<file path="config.mk">
export PLATFORM = sky130hd
export DESIGN_NAME = sleep_stage_epoch_classifier_unit_flat
export DESIGN_NICKNAME = d
export VERILOG_FILES = /design/src/rtl/ssec_pkg.sv /design/src/rtl/ssec_if.sv /design/src/rtl/sleep_stage_epoch_classifier_unit.sv /design/src/flat_wrapper.sv
export SDC_FILE = /design/constraint.sdc
export NUM_CORES = 2
export LEC_CHECK = 0
export BUFFER_PORTS_ARGS = -buffer_cell sky130_fd_sc_hd__buf_2
export CORE_MARGIN = 2
export CORE_UTILIZATION = 55
export CTS_CLUSTER_DIAMETER = 40
export DETAILED_ROUTE_END_ITERATION = 10
export PLACE_DENSITY = 0.7
export SLEW_MARGIN = 0
export SYNTH_ARGS = -nofsm -noshare
export SYNTH_HDL_FRONTEND = slang
export SYNTH_SLANG_ARGS = --single-unit
</file>
<file path="constraint.sdc">
create_clock -name clk_i -period 11.3 [get_ports clk_i]
set_input_delay 1.695 -clock clk_i [delete_from_list [all_inputs] [get_ports clk_i]]
set_output_delay 1.695 -clock clk_i [all_outputs]
set_load 0.01 [all_outputs]
</file>
<file path="src/rtl/ssec_pkg.sv">
// ----------------------------------------------------------------------------
// ssec_pkg
// Shared types and constants of the sleep stage epoch classifier.
// ----------------------------------------------------------------------------
package ssec_pkg;

  // epoch history depth and derived widths
  localparam int unsigned HISTORY_EPOCHS = 10;
  localparam int unsigned HIST_PTR_W     = $clog2(HISTORY_EPOCHS);
  localparam int unsigned HIST_FILL_W    = $clog2(HISTORY_EPOCHS + 1);
  localparam int unsigned HIST_TOT_W     = $clog2(HISTORY_EPOCHS * 255 + 1);

  // payload widths
  localparam int unsigned OP_W    = 2;
  localparam int unsigned HR_W    = 8;
  localparam int unsigned ACC_W   = 16;
  localparam int unsigned STAGE_W = 2;
  localparam int unsigned VAR_W   = 12;
  localparam int unsigned MOV_W   = 8;

  // configuration port
  localparam int unsigned THR_W      = 13;
  localparam int unsigned LIMIT_W    = 8;
  localparam int unsigned DDELTA_W   = 7;
  localparam int unsigned CFG_IDX_W  = 2;
  localparam int unsigned CFG_DATA_W = 13;

  localparam logic [THR_W-1:0]           THR_RESET   = 13'd410;
  localparam logic [LIMIT_W-1:0]         AWAKE_RESET = 8'd15;
  localparam logic [LIMIT_W-1:0]         REM_RESET   = 8'd3;
  localparam logic signed [DDELTA_W-1:0] DDELTA_RESET = -7'sd5;

  // arithmetic constants
  localparam int unsigned ONE_G         = 4096;
  localparam int unsigned DELTA_W       = 10;
  localparam logic signed [DELTA_W-1:0] REM_DELTA_MIN = -10'sd2;
  localparam int unsigned RMS_SQ_LIMIT  = 9;   // 3.0 squared
  localparam int unsigned DEEP_MOV_MAX  = 1;
  localparam int unsigned VAR_MAX       = 4095;

  // shared unit
  localparam int unsigned DVD_W      = 32;
  localparam int unsigned DIVISOR_W  = 8;
  localparam int unsigned SUB_W      = 33;
  localparam int unsigned STEP_W     = 5;
  localparam int unsigned DIV_STEPS  = 32;
  localparam int unsigned SQRT_STEPS = 16;
  localparam int unsigned SQR_LAST   = 5;
  localparam int unsigned SQ_W       = 17;

  typedef enum logic [OP_W-1:0] {
    OP_HR    = 2'd0,
    OP_ACCEL = 2'd1,
    OP_EPOCH = 2'd2
  } op_e;

  typedef enum logic [STAGE_W-1:0] {
    STAGE_AWAKE = 2'd0,
    STAGE_LIGHT = 2'd1,
    STAGE_DEEP  = 2'd2,
    STAGE_REM   = 2'd3
  } stage_e;

  typedef enum logic [CFG_IDX_W-1:0] {
    CFG_THRESHOLD   = 2'd0,
    CFG_AWAKE_LIMIT = 2'd1,
    CFG_REM_LIMIT   = 2'd2,
    CFG_DEEP_DELTA  = 2'd3
  } cfg_idx_e;

endpackage

</file>
<file path="src/rtl/ssec_if.sv">
// ----------------------------------------------------------------------------
// ssec_if
// Valid/ready channels of the sleep stage epoch classifier.
// ----------------------------------------------------------------------------
interface ssec_in_if;
  logic                               valid;
  logic                               ready;
  logic [ssec_pkg::OP_W-1:0]          operation;
  logic [ssec_pkg::HR_W-1:0]          heart_rate;
  logic signed [ssec_pkg::ACC_W-1:0]  accel_x;
  logic signed [ssec_pkg::ACC_W-1:0]  accel_y;
  logic signed [ssec_pkg::ACC_W-1:0]  accel_z;

  modport source (
    output valid, operation, heart_rate, accel_x, accel_y, accel_z,
    input  ready
  );
  modport sink (
    input  valid, operation, heart_rate, accel_x, accel_y, accel_z,
    output ready
  );
endinterface

interface ssec_out_if;
  logic                          valid;
  logic                          ready;
  logic [ssec_pkg::STAGE_W-1:0]  stage;
  logic [ssec_pkg::HR_W-1:0]     average_rate;
  logic [ssec_pkg::VAR_W-1:0]    variability;
  logic [ssec_pkg::MOV_W-1:0]    movements;

  modport source (
    output valid, stage, average_rate, variability, movements,
    input  ready
  );
  modport sink (
    input  valid, stage, average_rate, variability, movements,
    output ready
  );
endinterface

</file>
<file path="src/rtl/sleep_stage_epoch_classifier_unit.sv">
// ----------------------------------------------------------------------------
// sleep_stage_epoch_classifier_unit
// Per-epoch heart rate, movement and sleep stage classification.
// ----------------------------------------------------------------------------
// Usage:
//   item_i carries heart rate samples, accelerometer samples and epoch-end
//   ticks; result_o carries one classification per epoch-end tick. Both use
//   valid/ready, a transaction completes when both are high at a clock edge.
//   Registers are written through cfg_we_i/cfg_idx_i/cfg_data_i; the user
//   must do so only while idle, which the block itself does not enforce.
//   The block handles one transaction at a time and drops ready meanwhile:
//     heart rate sample: one multiply, one accumulate
//     accel sample: five squares through one multiplier
//     epoch end: three 32-step divisions, a 16-step square root, one subtractor
//   ready returns in the same cycle that the result is loaded into the output
//   register. If the receiver stalls, a result waits there while further
//   samples are taken; a following epoch end holds in its last step until
//   the output register is free.
//   Reset (rst_ni low) clears the epoch accumulators and the history, restores
//   the register defaults and starts a new session.
// ----------------------------------------------------------------------------
module sleep_stage_epoch_classifier_unit (
  input  logic                              clk_i,
  input  logic                              rst_ni,
  ssec_in_if.sink                           item_i,
  ssec_out_if.source                        result_o,
  input  logic                              cfg_we_i,
  input  logic [ssec_pkg::CFG_IDX_W-1:0]    cfg_idx_i,
  input  logic [ssec_pkg::CFG_DATA_W-1:0]   cfg_data_i
);

  typedef enum logic [5:0] {
    S_IDLE  = 6'b000001,
    S_SQR   = 6'b000010,
    S_ACC   = 6'b000100,
    S_DIV   = 6'b001000,
    S_SQRT  = 6'b010000,
    S_CLASS = 6'b100000
  } state_e;

  localparam int unsigned HE = ssec_pkg::HISTORY_EPOCHS;

  state_e state_q, state_d;
  logic [ssec_pkg::STEP_W-1:0] step_q;
  logic [1:0]                  dsel_q;

  // configuration
  logic [ssec_pkg::THR_W-1:0]           thr_q;
  logic [ssec_pkg::LIMIT_W-1:0]         awake_lim_q;
  logic [ssec_pkg::LIMIT_W-1:0]         rem_lim_q;
  logic signed [ssec_pkg::DDELTA_W-1:0] deep_delta_q;

  // epoch and session state
  logic [ssec_pkg::MOV_W-1:0]        mov_cnt_q;
  logic [7:0]                        rate_cnt_q;
  logic [15:0]                       rate_sum_q;
  logic [ssec_pkg::HR_W-1:0]         prev_rate_q;
  logic [23:0]                       sds_q;
  logic [ssec_pkg::HIST_TOT_W-1:0]   hist_total_q;
  logic [ssec_pkg::HIST_FILL_W-1:0]  hist_fill_q;
  logic [ssec_pkg::HIST_PTR_W-1:0]   hist_ptr_q;
  logic [ssec_pkg::HR_W-1:0]         hist_mem_q [HE];
  logic [ssec_pkg::HR_W-1:0]         hist_rd_q;

  // latched transaction
  logic [ssec_pkg::OP_W-1:0]         op_q;
  logic [ssec_pkg::HR_W-1:0]         hr_q;
  logic signed [ssec_pkg::ACC_W-1:0] ax_q, ay_q, az_q;

  // shared datapath
  logic [31:0]                        prod_q, mag2_q, hi2_q, lo2_q;
  logic [ssec_pkg::DVD_W-1:0]         dvd_q;
  logic [ssec_pkg::DIVISOR_W-1:0]     rem_q, divisor_q;
  logic [31:0]                        sres_q, sbit_q;
  logic [ssec_pkg::HR_W-1:0]          avg_q, recent_q;

  // output register
  logic                              out_valid_q;
  ssec_pkg::stage_e                  out_stage_q;
  logic [ssec_pkg::HR_W-1:0]         out_avg_q;
  logic [ssec_pkg::VAR_W-1:0]        out_var_q;
  logic [ssec_pkg::MOV_W-1:0]        out_mov_q;

  logic in_acc, out_free, hist_full, hist_we, moved;

  // ---------------------------------------------------------------------------
  // shared squarer
  // ---------------------------------------------------------------------------
  logic [ssec_pkg::HR_W-1:0]   hr_diff;
  logic [13:0]                 hi_val;
  logic [ssec_pkg::THR_W-1:0]  lo_val;
  logic signed [ssec_pkg::SQ_W-1:0] sq_in;
  logic signed [33:0]          sq_prod;

  assign hr_diff = (hr_q > prev_rate_q) ? (hr_q - prev_rate_q) : (prev_rate_q - hr_q);
  assign hi_val  = 14'(ssec_pkg::ONE_G) + 14'(thr_q);
  assign lo_val  = ssec_pkg::THR_W'(ssec_pkg::ONE_G) - thr_q;

  always_comb begin
    if (op_q == ssec_pkg::OP_HR) begin
      sq_in = {9'b0, hr_diff};
    end else begin
      case (step_q)
        5'd0:    sq_in = {ax_q[15], ax_q};
        5'd1:    sq_in = {ay_q[15], ay_q};
        5'd2:    sq_in = {az_q[15], az_q};
        5'd3:    sq_in = {3'b0, hi_val};
        5'd4:    sq_in = {4'b0, lo_val};
        default: sq_in = '0;
      endcase
    end
  end

  assign sq_prod = sq_in * sq_in;

  assign moved = (mag2_q > hi2_q) ||
                 ((thr_q < ssec_pkg::THR_W'(ssec_pkg::ONE_G)) && (mag2_q < lo2_q));

  // ---------------------------------------------------------------------------
  // shared compare/subtract unit, used for division and square root steps
  // ---------------------------------------------------------------------------
  logic [ssec_pkg::DIVISOR_W:0]  rem_sh;
  logic [ssec_pkg::SUB_W-1:0]    sub_a, sub_b;
  logic [ssec_pkg::SUB_W:0]      sub_diff;
  logic                          sub_ge;
  logic [ssec_pkg::DVD_W-1:0]    quot_nx;

  assign rem_sh = {rem_q, dvd_q[ssec_pkg::DVD_W-1]};

  always_comb begin
    if (state_q == S_SQRT) begin
      sub_a = {1'b0, dvd_q};
      sub_b = {1'b0, sres_q | sbit_q};
    end else begin
      sub_a = ssec_pkg::SUB_W'(rem_sh);
      sub_b = ssec_pkg::SUB_W'(divisor_q);
    end
  end

  assign sub_diff = {1'b0, sub_a} - {1'b0, sub_b};
  assign sub_ge   = ~sub_diff[ssec_pkg::SUB_W];
  assign quot_nx  = {dvd_q[ssec_pkg::DVD_W-2:0], sub_ge};

  // ---------------------------------------------------------------------------
  // classification
  // ---------------------------------------------------------------------------
  logic [7:0]                         n1;
  logic [11:0]                        nine_n1;
  logic                               var_high;
  logic [ssec_pkg::HR_W-1:0]          recent_use;
  logic signed [ssec_pkg::DELTA_W-1:0] delta, deep_ext;
  logic [ssec_pkg::VAR_W-1:0]         var_val;
  ssec_pkg::stage_e                   stage;

  assign n1       = rate_cnt_q - 8'd1;
  assign nine_n1  = 12'(n1) * 12'(ssec_pkg::RMS_SQ_LIMIT);
  assign var_high = (rate_cnt_q >= 8'd2) && (sds_q > 24'(nine_n1));
  assign hist_full  = (hist_fill_q >= ssec_pkg::HIST_FILL_W'(HE));
  assign recent_use = hist_full ? recent_q : avg_q;
  assign delta    = $signed({2'b0, avg_q}) - $signed({2'b0, recent_use});
  assign deep_ext = {{(ssec_pkg::DELTA_W-ssec_pkg::DDELTA_W){deep_delta_q[6]}}, deep_delta_q};

  always_comb begin
    if (rate_cnt_q < 8'd2) begin
      var_val = '0;
    end else if (sres_q > 32'(ssec_pkg::VAR_MAX)) begin
      var_val = ssec_pkg::VAR_W'(ssec_pkg::VAR_MAX);
    end else begin
      var_val = sres_q[ssec_pkg::VAR_W-1:0];
    end
  end

  always_comb begin
    if (mov_cnt_q >= awake_lim_q) begin
      stage = ssec_pkg::STAGE_AWAKE;
    end else if ((avg_q != '0) && (recent_use != '0)) begin
      if ((mov_cnt_q <= ssec_pkg::MOV_W'(ssec_pkg::DEEP_MOV_MAX)) && (delta <= deep_ext)) begin
        stage = ssec_pkg::STAGE_DEEP;
      end else if ((mov_cnt_q <= rem_lim_q) && var_high &&
                   (delta >= ssec_pkg::REM_DELTA_MIN)) begin
        stage = ssec_pkg::STAGE_REM;
      end else begin
        stage = ssec_pkg::STAGE_LIGHT;
      end
    end else if (mov_cnt_q <= ssec_pkg::MOV_W'(ssec_pkg::DEEP_MOV_MAX)) begin
      stage = ssec_pkg::STAGE_DEEP;
    end else begin
      stage = ssec_pkg::STAGE_LIGHT;
    end
  end

  // ---------------------------------------------------------------------------
  // sequencer
  // ---------------------------------------------------------------------------
  assign item_i.ready = (state_q == S_IDLE);
  assign in_acc       = item_i.valid && (state_q == S_IDLE);
  assign out_free     = !out_valid_q || result_o.ready;
  assign hist_we      = (state_q == S_CLASS) && out_free;

  always_comb begin
    state_d = state_q;
    case (state_q)
      S_IDLE: begin
        if (in_acc) begin
          case (item_i.operation)
            ssec_pkg::OP_HR: begin
              if ((item_i.heart_rate != '0) && (rate_cnt_q != 8'hFF)) state_d = S_SQR;
            end
            ssec_pkg::OP_ACCEL: state_d = S_SQR;
            ssec_pkg::OP_EPOCH: state_d = S_DIV;
            default:            state_d = S_IDLE;
          endcase
        end
      end
      S_SQR: begin
        if ((op_q == ssec_pkg::OP_HR) || (step_q == ssec_pkg::STEP_W'(ssec_pkg::SQR_LAST))) begin
          state_d = S_ACC;
        end
      end
      S_ACC:  state_d = S_IDLE;
      S_DIV: begin
        if ((step_q == ssec_pkg::STEP_W'(ssec_pkg::DIV_STEPS-1)) && (dsel_q == 2'd2)) begin
          state_d = S_SQRT;
        end
      end
      S_SQRT: begin
        if (step_q == ssec_pkg::STEP_W'(ssec_pkg::SQRT_STEPS-1)) state_d = S_CLASS;
      end
      S_CLASS: begin
        if (out_free) state_d = S_IDLE;
      end
      default: state_d = S_IDLE;
    endcase
  end

  // control and session state
  always_ff @(posedge clk_i or negedge rst_ni) begin
    if (!rst_ni) begin
      state_q      <= S_IDLE;
      step_q       <= '0;
      dsel_q       <= '0;
      thr_q        <= ssec_pkg::THR_RESET;
      awake_lim_q  <= ssec_pkg::AWAKE_RESET;
      rem_lim_q    <= ssec_pkg::REM_RESET;
      deep_delta_q <= ssec_pkg::DDELTA_RESET;
      mov_cnt_q    <= '0;
      rate_cnt_q   <= '0;
      rate_sum_q   <= '0;
      prev_rate_q  <= '0;
      sds_q        <= '0;
      hist_total_q <= '0;
      hist_fill_q  <= '0;
      hist_ptr_q   <= '0;
      out_valid_q  <= 1'b0;
    end else begin
      state_q <= state_d;

      if (cfg_we_i) begin
        case (cfg_idx_i)
          ssec_pkg::CFG_THRESHOLD:   thr_q        <= cfg_data_i;
          ssec_pkg::CFG_AWAKE_LIMIT: awake_lim_q  <= cfg_data_i[ssec_pkg::LIMIT_W-1:0];
          ssec_pkg::CFG_REM_LIMIT:   rem_lim_q    <= cfg_data_i[ssec_pkg::LIMIT_W-1:0];
          ssec_pkg::CFG_DEEP_DELTA:  deep_delta_q <= $signed(cfg_data_i[ssec_pkg::DDELTA_W-1:0]);
          default: ;
        endcase
      end

      if (out_valid_q && result_o.ready) out_valid_q <= 1'b0;

      case (state_q)
        S_IDLE: begin
          step_q <= '0;
          dsel_q <= '0;
        end
        S_SQR: step_q <= step_q + 1'b1;
        S_ACC: begin
          step_q <= '0;
          if (op_q == ssec_pkg::OP_HR) begin
            if (rate_cnt_q != '0) sds_q <= sds_q + 24'(prod_q[15:0]);
            rate_sum_q  <= rate_sum_q + 16'(hr_q);
            rate_cnt_q  <= rate_cnt_q + 8'd1;
            prev_rate_q <= hr_q;
          end else if (moved && (mov_cnt_q != '1)) begin
            mov_cnt_q <= mov_cnt_q + 1'b1;
          end
        end
        S_DIV: begin
          if (step_q == ssec_pkg::STEP_W'(ssec_pkg::DIV_STEPS-1)) begin
            step_q <= '0;
            dsel_q <= dsel_q + 2'd1;
          end else begin
            step_q <= step_q + 1'b1;
          end
        end
        S_SQRT: begin
          if (step_q == ssec_pkg::STEP_W'(ssec_pkg::SQRT_STEPS-1)) step_q <= '0;
          else step_q <= step_q + 1'b1;
        end
        S_CLASS: begin
          if (out_free) begin
            out_valid_q <= 1'b1;
            if (hist_full) begin
              hist_total_q <= ssec_pkg::HIST_TOT_W'(
                  {1'b0, hist_total_q} - (ssec_pkg::HIST_TOT_W+1)'(hist_rd_q)
                  + (ssec_pkg::HIST_TOT_W+1)'(avg_q));
            end else begin
              hist_total_q <= hist_total_q + ssec_pkg::HIST_TOT_W'(avg_q);
              hist_fill_q  <= hist_fill_q + 1'b1;
            end
            if (hist_ptr_q == ssec_pkg::HIST_PTR_W'(HE-1)) hist_ptr_q <= '0;
            else hist_ptr_q <= hist_ptr_q + 1'b1;
            mov_cnt_q   <= '0;
            rate_cnt_q  <= '0;
            rate_sum_q  <= '0;
            prev_rate_q <= '0;
            sds_q       <= '0;
          end
        end
        default: ;
      endcase
    end
  end

  // datapath registers
  always_ff @(posedge clk_i) begin
    case (state_q)
      S_IDLE: begin
        if (in_acc) begin
          op_q      <= item_i.operation;
          hr_q      <= item_i.heart_rate;
          ax_q      <= item_i.accel_x;
          ay_q      <= item_i.accel_y;
          az_q      <= item_i.accel_z;
          dvd_q     <= ssec_pkg::DVD_W'(rate_sum_q);
          rem_q     <= '0;
          divisor_q <= rate_cnt_q;
        end
      end
      S_SQR: begin
        prod_q <= sq_prod[31:0];
        if (step_q == 5'd0) mag2_q <= '0;
        else if (step_q <= 5'd3) mag2_q <= mag2_q + prod_q;
        if (step_q == 5'd4) hi2_q <= prod_q;
        if (step_q == 5'd5) lo2_q <= prod_q;
      end
      S_DIV: begin
        rem_q <= sub_ge ? sub_diff[ssec_pkg::DIVISOR_W-1:0] : rem_sh[ssec_pkg::DIVISOR_W-1:0];
        dvd_q <= quot_nx;
        if (step_q == ssec_pkg::STEP_W'(ssec_pkg::DIV_STEPS-1)) begin
          rem_q <= '0;
          case (dsel_q)
            2'd0: begin
              avg_q     <= (rate_cnt_q == '0) ? '0 : quot_nx[ssec_pkg::HR_W-1:0];
              dvd_q     <= ssec_pkg::DVD_W'(hist_total_q);
              divisor_q <= ssec_pkg::DIVISOR_W'(HE);
            end
            2'd1: begin
              recent_q  <= quot_nx[ssec_pkg::HR_W-1:0];
              dvd_q     <= {sds_q, 8'b0};
              divisor_q <= n1;
            end
            default: begin
              // quotient stays in dvd_q as the radicand
              sres_q <= '0;
              sbit_q <= 32'h4000_0000;
            end
          endcase
        end
      end
      S_SQRT: begin
        if (sub_ge) begin
          dvd_q  <= sub_diff[31:0];
          sres_q <= (sres_q >> 1) | sbit_q;
        end else begin
          sres_q <= sres_q >> 1;
        end
        sbit_q <= sbit_q >> 2;
      end
      S_CLASS: begin
        if (out_free) begin
          out_stage_q <= stage;
          out_avg_q   <= avg_q;
          out_var_q   <= var_val;
          out_mov_q   <= mov_cnt_q;
        end
      end
      default: ;
    endcase
  end

  // epoch history memory, registered read of the entry about to be replaced
  always_ff @(posedge clk_i) begin
    if (hist_we) hist_mem_q[hist_ptr_q] <= avg_q;
    hist_rd_q <= hist_mem_q[hist_ptr_q];
  end

  assign result_o.valid        = out_valid_q;
  assign result_o.stage        = out_stage_q;
  assign result_o.average_rate = out_avg_q;
  assign result_o.variability  = out_var_q;
  assign result_o.movements    = out_mov_q;

  // ---------------------------------------------------------------------------
  // assertions
  // ---------------------------------------------------------------------------
  a_empty_epoch: assert property (@(posedge clk_i) disable iff (!rst_ni)
    (rate_cnt_q == '0) |-> ((rate_sum_q == '0) && (sds_q == '0)))
    else $error("rate accumulators nonzero with no samples");

  a_result_src: assert property (@(posedge clk_i) disable iff (!rst_ni)
    $rose(out_valid_q) |-> ($past(state_q) == S_CLASS))
    else $error("result raised outside classification step");

  a_hist_ptr: assert property (@(posedge clk_i) disable iff (!rst_ni)
    (hist_fill_q < ssec_pkg::HIST_FILL_W'(HE)) |->
      (hist_ptr_q == ssec_pkg::HIST_PTR_W'(hist_fill_q)))
    else $error("history pointer out of step with fill count");

endmodule

</file>
<file path="src/flat_wrapper.sv">
// flat-port wrapper written by rule: the top's interface ports become plain ports
module sleep_stage_epoch_classifier_unit_flat 
  (clk_i, rst_ni, cfg_we_i, cfg_idx_i, cfg_data_i, item_i_valid, item_i_operation, item_i_heart_rate, item_i_accel_x, item_i_accel_y, item_i_accel_z, item_i_ready, result_o_valid, result_o_stage, result_o_average_rate, result_o_variability, result_o_movements, result_o_ready);
  ssec_in_if item_i_i ();
  ssec_out_if result_o_i ();
  input  logic clk_i;
  input  logic rst_ni;
  input  logic cfg_we_i;
  input  logic [ssec_pkg::CFG_IDX_W-1:0] cfg_idx_i;
  input  logic [ssec_pkg::CFG_DATA_W-1:0] cfg_data_i;
  input wire logic [$bits(item_i_i.valid)-1:0] item_i_valid;
  input wire logic [$bits(item_i_i.operation)-1:0] item_i_operation;
  input wire logic [$bits(item_i_i.heart_rate)-1:0] item_i_heart_rate;
  input wire logic [$bits(item_i_i.accel_x)-1:0] item_i_accel_x;
  input wire logic [$bits(item_i_i.accel_y)-1:0] item_i_accel_y;
  input wire logic [$bits(item_i_i.accel_z)-1:0] item_i_accel_z;
  output wire logic [$bits(item_i_i.ready)-1:0] item_i_ready;
  output wire logic [$bits(result_o_i.valid)-1:0] result_o_valid;
  output wire logic [$bits(result_o_i.stage)-1:0] result_o_stage;
  output wire logic [$bits(result_o_i.average_rate)-1:0] result_o_average_rate;
  output wire logic [$bits(result_o_i.variability)-1:0] result_o_variability;
  output wire logic [$bits(result_o_i.movements)-1:0] result_o_movements;
  input wire logic [$bits(result_o_i.ready)-1:0] result_o_ready;
  assign item_i_i.valid = item_i_valid;
  assign item_i_i.operation = item_i_operation;
  assign item_i_i.heart_rate = item_i_heart_rate;
  assign item_i_i.accel_x = item_i_accel_x;
  assign item_i_i.accel_y = item_i_accel_y;
  assign item_i_i.accel_z = item_i_accel_z;
  assign item_i_ready = item_i_i.ready;
  assign result_o_valid = result_o_i.valid;
  assign result_o_stage = result_o_i.stage;
  assign result_o_average_rate = result_o_i.average_rate;
  assign result_o_variability = result_o_i.variability;
  assign result_o_movements = result_o_i.movements;
  assign result_o_i.ready = result_o_ready;
  sleep_stage_epoch_classifier_unit u_core (.clk_i(clk_i), .rst_ni(rst_ni), .item_i(item_i_i), .result_o(result_o_i), .cfg_we_i(cfg_we_i), .cfg_idx_i(cfg_idx_i), .cfg_data_i(cfg_data_i));
endmodule
</file>
==> metrics.md <==
| Metric | Value |
|---|---|
| Antenna violations before repair | 4 |
| Final non-filler cell total | around 4,900 |
| CP max FO | 14 |
| Number of optimization iterations in the first detailed-route pass | 6 |
| Fraction of layout instances using a drive strength above 1 | roughly 11% |
| Category of the worst setup path launch point | flop |
| Max Root-Sink Buffers | 3 |
| Wire length of the first global-routing pass | 152,000 µm |
| Number of buffers added by the clock tree synthesis step | 91 |
| Worst-case headroom to the max-slew limit | 28.1% |
| Average cell area after synthesis | around 11 µm² |
| Final worst clock skew | 42.7 ps |
| Slew Limit Fails | 0 |
| DIE WIDTH | ~270 µm |
| Period utilization | between 80% and 90% |
| Final instance area | ~44,000 µm² |
| Dominant cell type by area after synthesis | edfxtp_1 |
| CP max stage cell | fa_1 |
| Required time of the critical path | 11,740 ps |
| Gate count after technology mapping | about 3,700 |
| Slew at the pin closest to its max-slew limit | 1080 ps |
| Worst hold-check slack | between 500 and 600 ps |
| Weighted congestion reported at the end of routability-driven placement | roughly 0.91 |
| Vertical die dimension | roughly 270 µm |
| Nets@finish | ~4,500 |
| Seq cells post-synth | 546 |
| Worst setup slack for register-to-register paths | about 1700 ps |
| Detailed-route via count | about 28,000 |
| Overall Global Routing Usage | approximately a quarter |
| WL/cell | 19.7 µm |
| Number of inserted diodes | 0 |
| Clk_lat worst skew | around 650 ps |
| Total I/O pin count | 110 |
| YS warnings | 0 |
| Setup repair after global routing missed its margin | false |
| Sequential fraction of the synthesis area | 39.7% |
| Number of enable-type register cells in the synthesized netlist | approximately 400 |
| Top cell by count, worst path | fa_1 |
| Cell Area, Synth | 39,500 µm² |
| Final hold viol count | 0 |
| Number of placement rows | 98 |
| CTS tree | yes |
| H-tree depth | 3 |
| Post-CTS Setup Repair Bufs | 0 |
| Ratio of routed vias to standard cells | around 5.7 |
| Number of sinks handled by clock tree synthesis | 546 |
| Count of cell types in the netlist | 94 |
| Worst hold path class | flop to flop |
| CTS clock-pin slew for the worst setup and hold paths | 50 ps |
| Final number of setup-violating endpoints | 0 |
| Number of inserted filler cells in the final layout | around 5,800 |
| Slowest Stage Delay on Critical Path | about 780 ps |
| Setup TNS | 0 ps |
| Max frequency | roughly 100 MHz |
| Number of placed cells counting well taps | 4,723 |
| Post-layout minimum cycle time | slightly below 10,000 ps |
| Number of design rule violations left after detail routing | 0 |
| Resize count post-CTS | 0 |
| Root buffer selected by CTS | clkbuf_16 |
| Number of buffers added on ports | between 100 and 150 |
| Top-area cell type share of the netlist area | 30.7% |
| Class of the most critical setup path | flop to flop |
| GR Overflow Total | 0 |
| Worst Setup End Kind | flop |
| Number of buffers inserted by hold repair at cts | 0 |
| Via count of the first global-routing pass | approximately 28,000 |
| Full die area | about 74,000 µm² |
| Data arrival time of the critical path | 10,080 ps |
| Routed WL | about 96,000 µm |
| Antenna-violating nets left | 0 |
| Initial standard-cell utilization of the core | 55.4% |
| Instance area at placement | slightly above 40,000 µm² |
| Synth async-reset ratio | about a quarter |
| Largest cells by area after synthesis | edfxtp_1, fa_1, ha_1 |
| Number of DRC markers after the initial detailed-route iteration | 2,282 |
| Placed wire-length estimate after detailed placement | 72,500 µm |
| Reported max-cap violation count | 0 |
| Status | finished clean |
| Post-Synthesis Net Count | between 4,000 and 5,000 |
| Growth of design area from synthesis to finish | 12.0% |
| Area of the placeable core | 71,200 µm² |
| Maximum number of pins on one net before global-route repair | 93 |
| Flip-flop cell with the highest count after synthesis | edfxtp_1 |
[routing by layer]
metal | GRT usage, % | part of all wire (%) | wire (µm) | vias to the layer above
li1 | - | - | - | 13200
met4 | 7.81 | 2.4 | 2270 | 2
met5 | 0 | 0.011 | 11 | -
met3 | 4.23 | 7.0 | 6770 | 149
met2 | 41.3 | 46 | 44300 | 904
met1 | 37.6 | 45 | 42800 | 13800
[synth_stat cells, types with 18 or more instances]
master,number
a211oi_1,25
a21o_1,54
a21oi_1,167
a22o_1,25
a22oi_1,41
and2_1,81
and3_1,23
clkbuf_1,81
dfrtp_1,116
dfstp_2,18
edfxtp_1,404
fa_1,265
ha_1,334
inv_1,525
mux2_2,36
mux2i_1,25
nand2_1,308
nand2b_1,29
nand3_1,56
nand4_1,23
nor2_1,252
nor2b_1,52
nor3_1,48
nor4_1,28
o211ai_1,28
o21a_1,40
o21ai_0,161
o21bai_1,19
or3_1,24
xnor2_1,106
xor2_1,63
[logic make-up after synthesis]
logic type | count (synthesis) | synth area share (%)
fa+ha+maj | 599 | 24.0
compound gates | 721 | 12.0
simple gates | 975 | 11.8
flops | 546 | 39.7
mux | 78 | 2.60
buf+inv | 636 | 6.08
xor+xnor | 169 | 3.75
[placed cells by master (no fill, tap or decap), drive strengths merged, types with 30 or more instances in the layout]
cell    Yosys  routed
a21o       54      54
a21oi     170     170
a22oi      41      41
and2       81      81
buf        18     148
clkbuf     81     102
clkinv      2      30
dfrtp     116     116
edfxtp    404     404
fa        265     265
ha        334     334
inv       535     562
mux2       37      37
nand2     309     309
nand3      56      56
nor2      256     256
nor2b      52      52
nor3       50      50
o21a       40      40
o21ai     175     175
xnor2     106     106
xor2       63      63
[cell type report]
| class | instances | area [µm²] | share of cell area [%] |
|---|---|---|---|
| well taps | 950 | 1190 | 2.69 |
| repair buffers | 148 | 845 | 1.91 |
| inverters | 537 | 2020 | 4.56 |
| clock buffers | 102 | 2350 | 5.31 |
| flip-flops and latches | 546 | 15700 | 35.4 |
| clock inverters | 69 | 682 | 1.54 |
| multi-input cells | 2542 | 21500 | 48.5 |
[through the flow]
step / worst slack [ps] / util, %
after global routing: 1090 / 62.1
after floorplan: 2460 / -
after detailed placement: 1690 / 57.8
final: 1660 / 62.1
after global placement: 1870 / 57.8
after CTS: 1630 / 62.1
[worst max-delay path, delay by kind of cell (launching register included)]
| kind | cells | cell delay [ps] |
|---|---|---|
| AOI/OAI and AO/OA | 10 | 2630 |
| xor gates and xnor gates | 1 | 210 |
| adders and majority gates | 9 | 4240 |
| buffers and inverters | 5 | 600 |
| DFF | 1 | 410 |
| muxes | 1 | 380 |
| and+or+nand+nor | 4 | 930 |
[worst paths after layout]
check,start,to,cells past startpoint
worst max register to register,u_core.hr_q[0]$_DFFE_PP_,u_core.prod_q[30]$_DFFE_PP_,30
worst min-delay path,u_core.rem_lim_q[3]$_DFFE_PN0P_,u_core.rem_lim_q[3]$_DFFE_PN0P_,1
worst max-delay path,u_core.hr_q[0]$_DFFE_PP_,u_core.prod_q[30]$_DFFE_PP_,30
max in group asynchronous,rst_ni,u_core.prev_rate_q[6]$_DFFE_PN0P_,2
min in group asynchronous,rst_ni,u_core.mov_cnt_q[5]$_DFFE_PN0P_,1
worst min register to register,u_core.rem_lim_q[3]$_DFFE_PN0P_,u_core.rem_lim_q[3]$_DFFE_PN0P_,1
[state kept, by name (all words and copies together) (netlist names), 24 cells and up]
register and flops:
u_core.hist_mem_q 80, u_core.dvd_q 32, u_core.mag2_q 32, u_core.hi2_q 31
u_core.lo2_q 31, u_core.prod_q 31, u_core.sres_q 31, u_core.sds_q 24
Power is left out: the tool's default activity adds up to more than one toggle a clock period on the data nets, which glitch-free logic cannot reach.
